### config.mk
export PLATFORM = sky130hd
export DESIGN_NAME = pcx_row_rle_encoder
export DESIGN_NICKNAME = d
export VERILOG_FILES = /design/src/design/pcxrle_pkg.sv /design/src/design/pcx_row_rle_encoder.sv /design/src/design/pcxrle_front.sv /design/src/design/pcxrle_fifo.sv /design/src/design/pcxrle_back.sv
export SDC_FILE = /design/constraint.sdc
export NUM_CORES = 1
export LEC_CHECK = 0
export ABC_AREA = 1
export BUFFER_PORTS_ARGS = -buffer_cell sky130_fd_sc_hd__buf_2
export CORE_ASPECT_RATIO = 2
export CORE_UTILIZATION = 40
export CTS_BUF_LIST = sky130_fd_sc_hd__clkbuf_8
export CTS_CLUSTER_DIAMETER = 30
export DETAILED_ROUTE_END_ITERATION = 12
export GPL_ROUTABILITY_DRIVEN = 0
export GPL_TIMING_DRIVEN = 0
export PLACE_DENSITY = 0.62
export SLEW_MARGIN = 20
export SYNTH_ARGS = -nofsm -noshare
export SYNTH_HDL_FRONTEND = slang
export SYNTH_SLANG_ARGS = --single-unit
### constraint.sdc
create_clock -name clk -period 5.94 [get_ports clk]
set_clock_uncertainty 0.1 [all_clocks]
set_input_delay 0.594 -clock clk [delete_from_list [all_inputs] [get_ports clk]]
set_output_delay 0.594 -clock clk [all_outputs]
set_load 0.1 [all_outputs]
### src/design/pcxrle_pkg.sv
package pcxrle_pkg;

  localparam int unsigned MAX_WIDTH   = 65534;
  localparam int unsigned WIDTH_W     = 16;
  localparam int unsigned CAP_W       = 19;
  localparam int unsigned RUN_W       = 6;
  localparam int unsigned CFG_INDEX_W = 2;
  localparam int unsigned CFG_DATA_W  = CAP_W;
  localparam int unsigned NUM_PLANES  = 3;
  localparam int unsigned QUEUE_DEPTH = 4;
  localparam int unsigned QUEUE_PTR_W = $clog2(QUEUE_DEPTH);

  localparam logic [RUN_W-1:0]   RUN_MAX         = 6'd63;
  localparam logic [7:0]         COUNT_MARK      = 8'hc0;
  localparam logic [7:0]         ROUND_BIAS      = 8'd127;
  localparam logic [7:0]         FULL_SCALE      = 8'd255;
  localparam logic [WIDTH_W-1:0] ROW_WIDTH_RESET = 16'd1;
  localparam logic [CAP_W-1:0]   CAP_RESET       = 19'd393216;

  // Configuration register indexes
  localparam logic [CFG_INDEX_W-1:0] REG_ROW_WIDTH       = 2'd0;
  localparam logic [CFG_INDEX_W-1:0] REG_OUTPUT_CAPACITY = 2'd1;

  typedef struct packed {
    logic [7:0] colour_value;
    logic [7:0] alpha_value;
  } pixel_t;

  typedef struct packed {
    logic [7:0] coded_byte;
    logic       row_done;
    logic       overflow;
  } result_t;

  // One composited sample with its place in the row, as queued to the coder
  typedef struct packed {
    logic [7:0] value;
    logic       line_end;
    logic       pad;
    logic       row_end;
  } sample_t;

  typedef enum logic [1:0] {
    ST_ADD,
    ST_PAD,
    ST_FLUSH,
    ST_DATA
  } back_state_t;

  // Divide by 255 for values up to 65279: (y + (y >> 8) + 1) >> 8
  function automatic logic [7:0] div255(input logic [15:0] y);
    logic [16:0] s;
    s = {1'b0, y} + {9'b0, y[15:8]} + 17'd1;
    return s[15:8];
  endfunction

endpackage

### src/design/pcx_row_rle_encoder.sv
// PCX-style run-length encoder for one RGB row, samples in plane-major order
// (all R samples, then G, then B), each with its alpha. A single-stage front end
// composites every sample over white with rounding and tags line and row
// ends; a four-deep queue decouples it from the coder, which keeps the open
// run and sends one byte per cycle through its output register while
// code_stall is low. A sample that extends a run sends no byte; a sample
// that closes a run sends its value byte, or a count byte and then the value
// byte for a two-byte run. A line-end sample is added to the run, a zero pad
// follows when the width is odd, and a final flush sends the open run. The
// sustained rate is set by the coder's one-byte-per-cycle output. An overflow
// gives one beat with overflow and row_done set; the rest of the row is
// consumed without output. Writes to row_width and output_capacity are taken
// at any time with cfg_ready high.
module pcx_row_rle_encoder
  import pcxrle_pkg::*;
(
  input  logic                   clk,
  input  logic                   rst,
  input  logic                   pixel_valid,
  output logic                   pixel_stall,
  input  pixel_t                 pixel,
  output logic                   code_valid,
  input  logic                   code_stall,
  output result_t                code,
  input  logic                   cfg_valid,
  output logic                   cfg_ready,
  input  logic [CFG_INDEX_W-1:0] cfg_index,
  input  logic [CFG_DATA_W-1:0]  cfg_data
);

  logic [WIDTH_W-1:0] row_width;
  logic [CAP_W-1:0]   output_capacity;
  logic               push_valid;
  logic               push_full;
  sample_t            push_data;
  logic               pop;
  logic               head_valid;
  sample_t            head;

  assign cfg_ready = 1'b1;

  // Configuration registers
  always_ff @(posedge clk) begin
    if (rst) begin
      row_width       <= ROW_WIDTH_RESET;
      output_capacity <= CAP_RESET;
    end else if (cfg_valid && cfg_ready) begin
      case (cfg_index)
        REG_ROW_WIDTH:       row_width       <= cfg_data[WIDTH_W-1:0];
        REG_OUTPUT_CAPACITY: output_capacity <= cfg_data[CAP_W-1:0];
        default: begin
        end
      endcase
    end
  end

  pcxrle_front u_front (
    .clk        (clk),
    .rst        (rst),
    .pixel_valid(pixel_valid),
    .pixel_stall(pixel_stall),
    .pixel      (pixel),
    .row_width  (row_width),
    .push_valid (push_valid),
    .push_full  (push_full),
    .push_data  (push_data)
  );

  pcxrle_fifo u_fifo (
    .clk       (clk),
    .rst       (rst),
    .push_valid(push_valid),
    .push_full (push_full),
    .push_data (push_data),
    .pop       (pop),
    .head_valid(head_valid),
    .head      (head)
  );

  pcxrle_back u_back (
    .clk            (clk),
    .rst            (rst),
    .head_valid     (head_valid),
    .head           (head),
    .pop            (pop),
    .output_capacity(output_capacity),
    .code_valid     (code_valid),
    .code_stall     (code_stall),
    .code           (code)
  );

endmodule

### src/design/pcxrle_front.sv
module pcxrle_front
  import pcxrle_pkg::*;
(
  input  logic                clk,
  input  logic                rst,
  input  logic                pixel_valid,
  output logic                pixel_stall,
  input  pixel_t              pixel,
  input  logic [WIDTH_W-1:0]  row_width,
  output logic                push_valid,
  input  logic                push_full,
  output sample_t             push_data
);

  logic [WIDTH_W-1:0] column;
  logic [1:0]         plane;
  logic               s1_valid;
  logic [15:0]        s1_prod;
  logic [7:0]         s1_white;
  logic               s1_line_end;
  logic               s1_pad;
  logic               s1_row_end;

  logic [WIDTH_W-1:0] width_eff;
  logic [WIDTH_W-1:0] col_inc;
  logic               line_end;
  logic               accept;
  logic               push;

  // Clamp the width into its legal range
  always_comb begin
    if (row_width == '0) begin
      width_eff = WIDTH_W'(1);
    end else if (row_width > WIDTH_W'(MAX_WIDTH)) begin
      width_eff = WIDTH_W'(MAX_WIDTH);
    end else begin
      width_eff = row_width;
    end
  end

  assign col_inc     = column + WIDTH_W'(1);
  assign line_end    = (col_inc >= width_eff);
  assign push        = s1_valid && !push_full;
  assign pixel_stall = s1_valid && push_full;
  assign accept      = pixel_valid && !pixel_stall;
  assign push_valid  = s1_valid;

  // Track column and plane of the next sample
  always_ff @(posedge clk) begin
    if (rst) begin
      column   <= '0;
      plane    <= '0;
      s1_valid <= 1'b0;
    end else begin
      if (accept) begin
        s1_valid <= 1'b1;
        if (line_end) begin
          column <= '0;
          plane  <= (plane == 2'(NUM_PLANES - 1)) ? 2'd0 : plane + 2'd1;
        end else begin
          column <= col_inc;
        end
      end else if (push) begin
        s1_valid <= 1'b0;
      end
    end
  end

  // Register the product and the white share of the blend
  always_ff @(posedge clk) begin
    if (accept) begin
      s1_prod     <= {8'b0, pixel.colour_value} * {8'b0, pixel.alpha_value}
                     + {8'b0, ROUND_BIAS};
      s1_white    <= FULL_SCALE - pixel.alpha_value;
      s1_line_end <= line_end;
      s1_pad      <= line_end && width_eff[0];
      s1_row_end  <= line_end && (plane == 2'(NUM_PLANES - 1));
    end
  end

  // Finish the composite: white share plus rounded colour share
  always_comb begin
    push_data.value    = s1_white + div255(s1_prod);
    push_data.line_end = s1_line_end;
    push_data.pad      = s1_pad;
    push_data.row_end  = s1_row_end;
  end

endmodule

### src/design/pcxrle_fifo.sv
module pcxrle_fifo
  import pcxrle_pkg::*;
(
  input  logic    clk,
  input  logic    rst,
  input  logic    push_valid,
  output logic    push_full,
  input  sample_t push_data,
  input  logic    pop,
  output logic    head_valid,
  output sample_t head
);

  sample_t                slots [QUEUE_DEPTH];
  logic [QUEUE_PTR_W-1:0] wr_ptr;
  logic [QUEUE_PTR_W-1:0] rd_ptr;
  logic [QUEUE_PTR_W:0]   fill;
  logic                   push;

  assign push_full  = (fill == (QUEUE_PTR_W + 1)'(QUEUE_DEPTH));
  assign head_valid = (fill != '0);
  assign head       = slots[rd_ptr];
  assign push       = push_valid && !push_full;

  // Advance pointers and fill level
  always_ff @(posedge clk) begin
    if (rst) begin
      wr_ptr <= '0;
      rd_ptr <= '0;
      fill   <= '0;
    end else begin
      if (push) begin
        wr_ptr <= wr_ptr + QUEUE_PTR_W'(1);
      end
      if (pop) begin
        rd_ptr <= rd_ptr + QUEUE_PTR_W'(1);
      end
      if (push && !pop) begin
        fill <= fill + (QUEUE_PTR_W + 1)'(1);
      end else if (pop && !push) begin
        fill <= fill - (QUEUE_PTR_W + 1)'(1);
      end
    end
  end

  // Store the pushed beat
  always_ff @(posedge clk) begin
    if (push) begin
      slots[wr_ptr] <= push_data;
    end
  end

endmodule

### src/design/pcxrle_back.sv
module pcxrle_back
  import pcxrle_pkg::*;
(
  input  logic             clk,
  input  logic             rst,
  input  logic             head_valid,
  input  sample_t          head,
  output logic             pop,
  input  logic [CAP_W-1:0] output_capacity,
  output logic             code_valid,
  input  logic             code_stall,
  output result_t          code
);

  back_state_t       state;
  back_state_t       state_next;
  back_state_t       pend_ret;
  logic [7:0]        run_value;
  logic [RUN_W-1:0]  run_length;
  logic [CAP_W-1:0]  bytes_sent;
  logic              overflowed;
  result_t           pend_beat;
  logic              pend_pop;

  logic              out_free;
  logic              is_add;
  logic [7:0]        op_value;
  logic              joins;
  logic              do_flush;
  logic              need2;
  logic [CAP_W:0]    total;
  logic              fits;
  logic              done_flag;
  logic              go;
  logic              split;
  back_state_t       after_state;
  logic              after_pop;
  logic              load;
  result_t           load_beat;
  result_t           first_beat;
  result_t           second_beat;

  assign out_free = !code_valid || !code_stall;

  // Evaluate the current step against the open run
  always_comb begin
    is_add    = (state == ST_ADD) || (state == ST_PAD);
    op_value  = (state == ST_PAD) ? 8'd0 : head.value;
    joins     = (run_length != '0) && (op_value == run_value) && (run_length < RUN_MAX);
    do_flush  = (state != ST_DATA) && !overflowed && (run_length != '0)
                && (!is_add || !joins);
    need2     = (run_length > RUN_W'(1)) || (run_value >= COUNT_MARK);
    total     = {1'b0, bytes_sent} + (need2 ? (CAP_W + 1)'(2) : (CAP_W + 1)'(1));
    fits      = (total <= {1'b0, output_capacity});
    done_flag = (state == ST_FLUSH) && head.row_end;
    split     = do_flush && fits && need2;

    first_beat  = {run_value, done_flag, 1'b0};
    second_beat = {run_value, done_flag, 1'b0};
    if (!fits) begin
      first_beat = {8'd0, 1'b1, 1'b1};
    end else if (need2) begin
      first_beat = {COUNT_MARK | {2'b0, run_length}, 1'b0, 1'b0};
    end

    if (state == ST_DATA) begin
      go = out_free;
    end else begin
      go = head_valid && (!do_flush || out_free);
    end
  end

  // Next state
  always_comb begin
    after_state = ST_ADD;
    after_pop   = 1'b0;
    case (state)
      ST_ADD: begin
        if (head.line_end) begin
          after_state = head.pad ? ST_PAD : ST_FLUSH;
        end else begin
          after_pop = 1'b1;
        end
      end
      ST_PAD: begin
        after_state = ST_FLUSH;
      end
      ST_FLUSH: begin
        after_pop = 1'b1;
      end
      ST_DATA: begin
        after_state = pend_ret;
        after_pop   = pend_pop;
      end
      default: begin
        after_state = ST_ADD;
      end
    endcase

    state_next = state;
    if (go) begin
      state_next = split ? ST_DATA : after_state;
    end
  end

  // Outputs of the step: pop and output load
  always_comb begin
    pop       = go && !split && after_pop;
    load      = go && ((state == ST_DATA) || do_flush);
    load_beat = (state == ST_DATA) ? pend_beat : first_beat;
  end

  // Run state, byte budget and sequencer
  always_ff @(posedge clk) begin
    if (rst) begin
      state      <= ST_ADD;
      run_value  <= '0;
      run_length <= '0;
      bytes_sent <= '0;
      overflowed <= 1'b0;
    end else begin
      state <= state_next;
      if (go && (state != ST_DATA)) begin
        if (do_flush) begin
          if (fits) begin
            bytes_sent <= total[CAP_W-1:0];
          end else begin
            overflowed <= 1'b1;
          end
        end
        if (is_add && !overflowed) begin
          if (joins) begin
            run_length <= run_length + RUN_W'(1);
          end else begin
            run_value  <= op_value;
            run_length <= RUN_W'(1);
          end
        end
        if (state == ST_FLUSH) begin
          run_length <= '0;
          if (head.row_end) begin
            bytes_sent <= '0;
            overflowed <= 1'b0;
            run_value  <= '0;
          end
        end
      end
    end
  end

  // Hold the value byte that follows a count byte
  always_ff @(posedge clk) begin
    if (go && split) begin
      pend_beat <= second_beat;
      pend_ret  <= after_state;
      pend_pop  <= after_pop;
    end
  end

  // Output register
  always_ff @(posedge clk) begin
    if (rst) begin
      code_valid <= 1'b0;
    end else if (load) begin
      code_valid <= 1'b1;
    end else if (!code_stall) begin
      code_valid <= 1'b0;
    end
  end

  always_ff @(posedge clk) begin
    if (load) begin
      code <= load_beat;
    end
  end

endmodule

== After elaboration in Yosys (flattened, before gate mapping) ==
Memories as Yosys holds them, arrays and structs flattened. A register that Yosys moved wholly into a read port is not among the register bits.
Cells that the tools add are included.

* Register bits: 147
* Bits in writable memories: 44
* Input port bits: 42
* Logic and storage cells: 148
* Output and inout port bits: 13
* Memories: 1

* Add/sub/neg operators: 13
* Muxes and demuxes: 41
* Reduce and logical (&&, ||, !) cells: 51
* Equality and inequality tests: 9
* Multiply operators: 1
* Magnitude comparators: 6

{| class="wikitable"
|+ Memory list
! memory !! depth !! bits a word !! rd ports !! clocked after Yosys merged registers in !! wr ports !! RTL line !! source
|-
| u_fifo.slots || 4 || 11 || 1 || 1 || 1 || pcxrle_fifo.sv:14 || <nowiki>sample_t slots [QUEUE_DEPTH];</nowiki>
|}

{| class="wikitable"
|+ Operators by type and width
! kind !! number
|-
| 2-to-1 mux 19 bit || 4
|-
| 2-to-1 mux 16 bit || 3
|-
| 2-to-1 mux 8 bit || 5
|-
| adder 16 x 1 -> 16 bit (second input constant) || 2
|-
| 2-to-1 mux 10 bit || 3
|-
| logical AND 1 bit || 22
|-
| adder 19 x 20 -> 20 bit || 1
|-
| <= comparator 20 x 19 -> 1 bit || 1
|-
| 2-to-1 mux 6 bit || 3
|-
| adder 16 x 7 -> 16 bit (second input constant) || 1
|-
| adder 16 x 8 -> 16 bit || 1
|-
| >= comparator 16 bit || 1
|-
| greater-than comparator 16 bit (second input constant) || 1
|-
| zero test 16 bit || 1
|-
| multiplier 8 x 8 -> 16 bit || 1
|-
| 2-to-1 mux 2 bit || 7
|-
| 2-to-1 mux 1 bit || 12
|-
| zero test 1 bit || 11
|-
| adder 8 bit || 1
|-
| equality test 8 bit || 1
|-
| >= comparator 8 bit (second input constant) || 1
|-
| AND reduction 2 bit || 4
|-
| subtractor 8 bit (first input constant) || 1
|-
| adder 2 x 1 -> 2 bit (second input constant) || 3
|-
| 18 further kinds || 30
|}

== Depth between registers and ports, before layout ==
* Depth in word-level cells: 17
* Gate-level depth with buffers: 35
* Depth with buffers taken out: 35

== By module ==
A second synthesis with hierarchy kept.

* Cell total of the unflattened synthesis: 1716
* Area total of the unflattened synthesis: 13175.1 um^2

{| class="wikitable"
|+ Modules (own cells, without submodules)
! module !! area an instance (um^2) !! cells an instance !! times used !! seq. area each (um^2)
|-
| pcxrle_front || 5525.3 || 739 || 1 || 1191.1
|-
| pcxrle_back || 4027.6 || 581 || 1 || 1401.3
|-
| pcxrle_fifo || 2119.5 || 172 || 1 || 1501.4
|-
| pcx_row_rle_encoder || 1502.7 || 224 || 1 || 700.7
|}

== Least setup slack after synthesis ==
No wires, ideal clock.

* Kind: register to register
* Start: register u_back.run_length[3]
* End: register u_fifo.fill[2]
* Data required time: 5718 ps
* Stages on the path, launching flop included: 35
* Arrival time: 4891 ps
* Path slack: 826 ps
* Period minus slack after synthesis: 5114 ps
* Path buffers: 0
* Library setup time: 122 ps
* Cells stage by stage: dfxtp_1 > inv_1 > nand2_1 > nor2_1 > o21ai_0 > inv_1 > nand2_1 > nand2_1 > ha_1 > inv_1 > fa_1 > nor3_1 > nand3_1 > nor2_1 > nand3_1 > nor2_1 > nand4_1 > nor2_1 > xor2_1 > inv_1 > ha_1 > nand4_1 > nor2_1 > nor2_1 > nand3_1 > nand2_1 > nand4_1 > nand3_1 > ha_1 > inv_1 > fa_1 > a21oi_1 > o21ai_0 > o21ai_0 > a21oi_1

* Cells in the longest elaborated chain, start to end: 15
* Elaborated cells on any way between the ends: 27
* Classes of those cells: 1 x add/sub; 3 x order compare; 3 x mux; 20 x reduce/logical

{| class="wikitable"
|+ RTL lines
! item !! RTL line !! source
|-
| from (decl) || pcxrle_back.sv:19 || <nowiki>logic [RUN_W-1:0] run_length;</nowiki>
|-
| from (signal assigned) || pcxrle_back.sv:133 || <nowiki>run_length <= run_length + RUN_W'(1);</nowiki>
|-
| branches (longest 10 deep; another with adder 19 x 20 -> 20 bit) || n/a ||
|-
| logical AND 1 bit * (2 in a row) || pcxrle_back.sv:108 || <nowiki>pop = go && !split && after_pop;</nowiki>
|-
| zero test 1 bit || pcxrle_fifo.sv:38 || <nowiki>if (push && !pop) begin</nowiki>
|-
| logical AND 1 bit || pcxrle_fifo.sv:38 ||
|-
| 2-to-1 mux 3 bit or nonzero test 2 bit (tied branches) || n/a ||
|-
| to (signal assigned) || pcxrle_fifo.sv:39 || <nowiki>fill <= fill + (QUEUE_PTR_W + 1)'(1);</nowiki>
|-
| to (signal assigned) || pcxrle_fifo.sv:41 || <nowiki>fill <= fill - (QUEUE_PTR_W + 1)'(1);</nowiki>
|-
| to (decl) || pcxrle_fifo.sv:17 || <nowiki>logic [QUEUE_PTR_W:0] fill;</nowiki>
|}

Every way passes the cells marked *.
A chain may end at the register's enable or synchronous reset.

== Final worst setup path ==
* Start: register u_back.run_length[4]
* End: register u_fifo.fill[2]

Same word-level chain as after synthesis.

==> metrics.yaml <==
run_status:
  status: "complete, no violations"
yosys:
  yosys-top-cells-area: "edfxtp_1 23%, dfxtp_1 17%, ha_1 9.8%"
  syn_nets: 1602
  synth_edf_count: 93
  syn_area_per_cell_um2: 8.43
  ys_types: 48
  yosys.area.top_type_share: 0.233
  seq_area_frac_synth: 0.400
  synthAdderAreaFrac: 0.173
  synth_seq_cells: 193
  synth-xor-area-share: 0.0388
  synthArstFlopShare: 0
  syn_area_um2: 12000
  synth-simple-area-share: 0.185
  ys.flop_type: "dfxtp_1"
  yosysWarnings: 0
  syn_inst: 1421
  synth_top_family_by_area: "simple AND/OR/NAND/NOR gates"
  yosys.area.top_type: "edfxtp_1"
  synthMuxAreaShare: 0
  synth_compound_area_frac: 0.111
global_route:
  antenna_found_initial: 1
  grt_max_degree: 25
  overflow: 0
  grt_use_total: 0.185
  grt_pass1_wl_um: 45300
  grt_pass1_vias: 9543
floorplanning:
  io_pins: 55
  die_h_um: 247
  core_area_um2: 29500
  die-area_um2: 30700
  initial_core_util: 0.406
  rows: 89
  die_w_um: 124
clocking:
  cts.clk_slew.worst_paths_ns: 0.10
  tritoncts: "built"
  htreeDepth: 4
  hold_buffers: 0
  cts_buffers: 17
  clock_latency_ns: 0.49
  clk_path_buf_depth: 2
  root_buffer: "clkbuf_8"
  cts.sinks: 193
place:
  placed_area_um2: 12600
  post-place-ws_ns: -0.729
  port_buffers: 37
  place_inst: 1823
  dp_hpwl_um: 22300
pwr:
  p_leak_uw: 0.00595
  internal-power_uw: 3550
  swShare: 0.471
  pwr_density_cell_nw_per_um2: 507
  seqPwrFrac: 0.323
  design_power_total_uw: 6700
  comb_power_share: 0.554
  vdd_drop_max_mv: 0.231
  clkPwrFrac: 0.123
  p_sw_uw: 3150
sta:
  hold_viol_final: 0
  tightest_slew_ns: 1.07
  post-route-min-period_ns: 5.54
  maxSlewViolCount: 0
  setup_ws_ns: 0.400
  post-route-period-util: 0.933
  fmax_mhz: 180
  setup_viol: 0
  timing.hold.ws_ns: 0.224
  relSlewSlack: 0.284
layout:
  fill_cells: 2910
  drive_above_1_share: 0.0951
  final_area_um2: 13200
  area_delta_synth_final_pct: 10.3
  fin_nets: 1672
  instances_no_fill: 1869
  layout_common_cells: "255 x nand2_1, 221 x inv_1, 110 x a21oi_1"
  final_common_cell: "nand2_1"
routing:
  first_iter_violations: 426
  remaining_drc_errors: 0
  wl_um: 27800
  drt-pass1-iter-count: 6
  viasPerCell: 5.11
  postRouteAntennaNets: 0
  wl_per_cell_um: 14.9
  vias: 9547
job:
  maxCapViolations: 0
setup_path:
  rr_startpoint: "u_back.run_length[4]"
  crit_required_ns: 6.22
  max_stage_delay_ns: 0.45
  crit_slowest_cell: "fa_2"
  crit_fanout: 5
  crit_path_start: "u_back.run_length[4]"
  crit_type: "register to register"
  critPathCaptureType: "register"
  startpoint_type: "register"
  cp.arrival_ns: 5.82
hold_path:
  hold_path.class: "input port to register"
  hp-start: "cfg_data[18]"
==> power by group through the flow <==
stage	clock network (uW)	logic (uW)	registers, uW
after CTS	844	3590	2160
after detailed placement	0	3550	2190
after floorplan	0	2450	2410
final	823	3710	2170
after global routing	884	4160	2210
after global placement	0	3450	2180
==> logic make-up after synthesis <==
group	Yosys count
xor gates and xnor gates	53
and+or+nand+nor	506
DFF	193
other	1
AOI/OAI and AO/OA	248
adders and majority gates	139
buffers and inverters	281
==> metal layers <==
| layer | GRT usage | routed length, um | vias up |
|---|---|---|---|
| met5 | 0 | 10 | - |
| met4 | 0.104 | 1280 | 2 |
| met3 | 0.0193 | 609 | 66 |
| met2 | 0.385 | 16200 | 177 |
| met1 | 0.169 | 9780 | 4522 |
| li1 | - | - | 4780 |
==> through the flow <==
step,util,setup TNS [ns]
finish,0.448,0
detailed placement,0.429,-9.83
global route,0.448,-0.0594
global placement,0.428,-8.77
floorplan,-,0
CTS,0.442,0
==> area by class of cell <==
class	instances	area [um2]	share of cell area
clock inverters	14	120	0.00909
well taps	364	455	0.0345
diodes	1	2.50	0.000189
clock buffers	18	248	0.0188
inverters	231	871	0.0659
plain buffers	50	235	0.0178
multi-input cells	947	6170	0.467
flip-flops and latches	193	4800	0.363
repair buffers	51	310	0.0235
==> final timing paths <==
path                    endpoint  slack (ns)  cells after the start
max               u_fifo.fill[2]        0.40                     34
min          output_capacity[18]        0.22                      3
max reg2reg       u_fifo.fill[2]        0.40                     34
min reg2reg  u_back.pend_beat[2]        0.35                      0
==> synthesized netlist by cell type (all sizes together), types with 24 or more instances <==
cell type and instances:
nand3 70, nand2 258, dfxtp 100, ha 94, o21ai 109, nor3 24
inv 230, fa 45, a21oi 111, xor2 40, edfxtp 93, clkbuf 35
nor2 111
==> registers in the layout, summed over array words and instances (netlist names), 3 cells and up, named ones only <==
| name | count |
|---|---|
| row_width | 16 |
| u_fifo.fill | 3 |
| u_back.code | 10 |
| output_capacity | 19 |
| u_back.run_value | 8 |
| u_front.column | 16 |
| u_back.pend_beat | 9 |
| u_back.run_length | 6 |
| u_front.s1_white | 8 |
| u_fifo.slots | 44 |
| u_front.s1_prod | 16 |
| u_back.bytes_sent | 19 |
==> worst max-delay path, delay by kind of cell, from the launching register on <==
| family | cells | cell delay, ns |
|---|---|---|
| adder cells (fa/ha/maj) | 5 | 1.44 |
| AO/OA/AOI/OAI | 8 | 1.08 |
| buffers and inverters | 4 | 0.30 |
| AND/OR/NAND/NOR | 17 | 2.15 |
| flip-flops | 1 | 0.35 |
==> what timing repair did <==
action,CTS,global route
gates resized for setup,6,26
hold endpoints to repair,0,0
buffers inserted,2,11
pin swaps,2,12
endpoints found under the setup margin,25,17
Power figures use the tool's default switching activity.
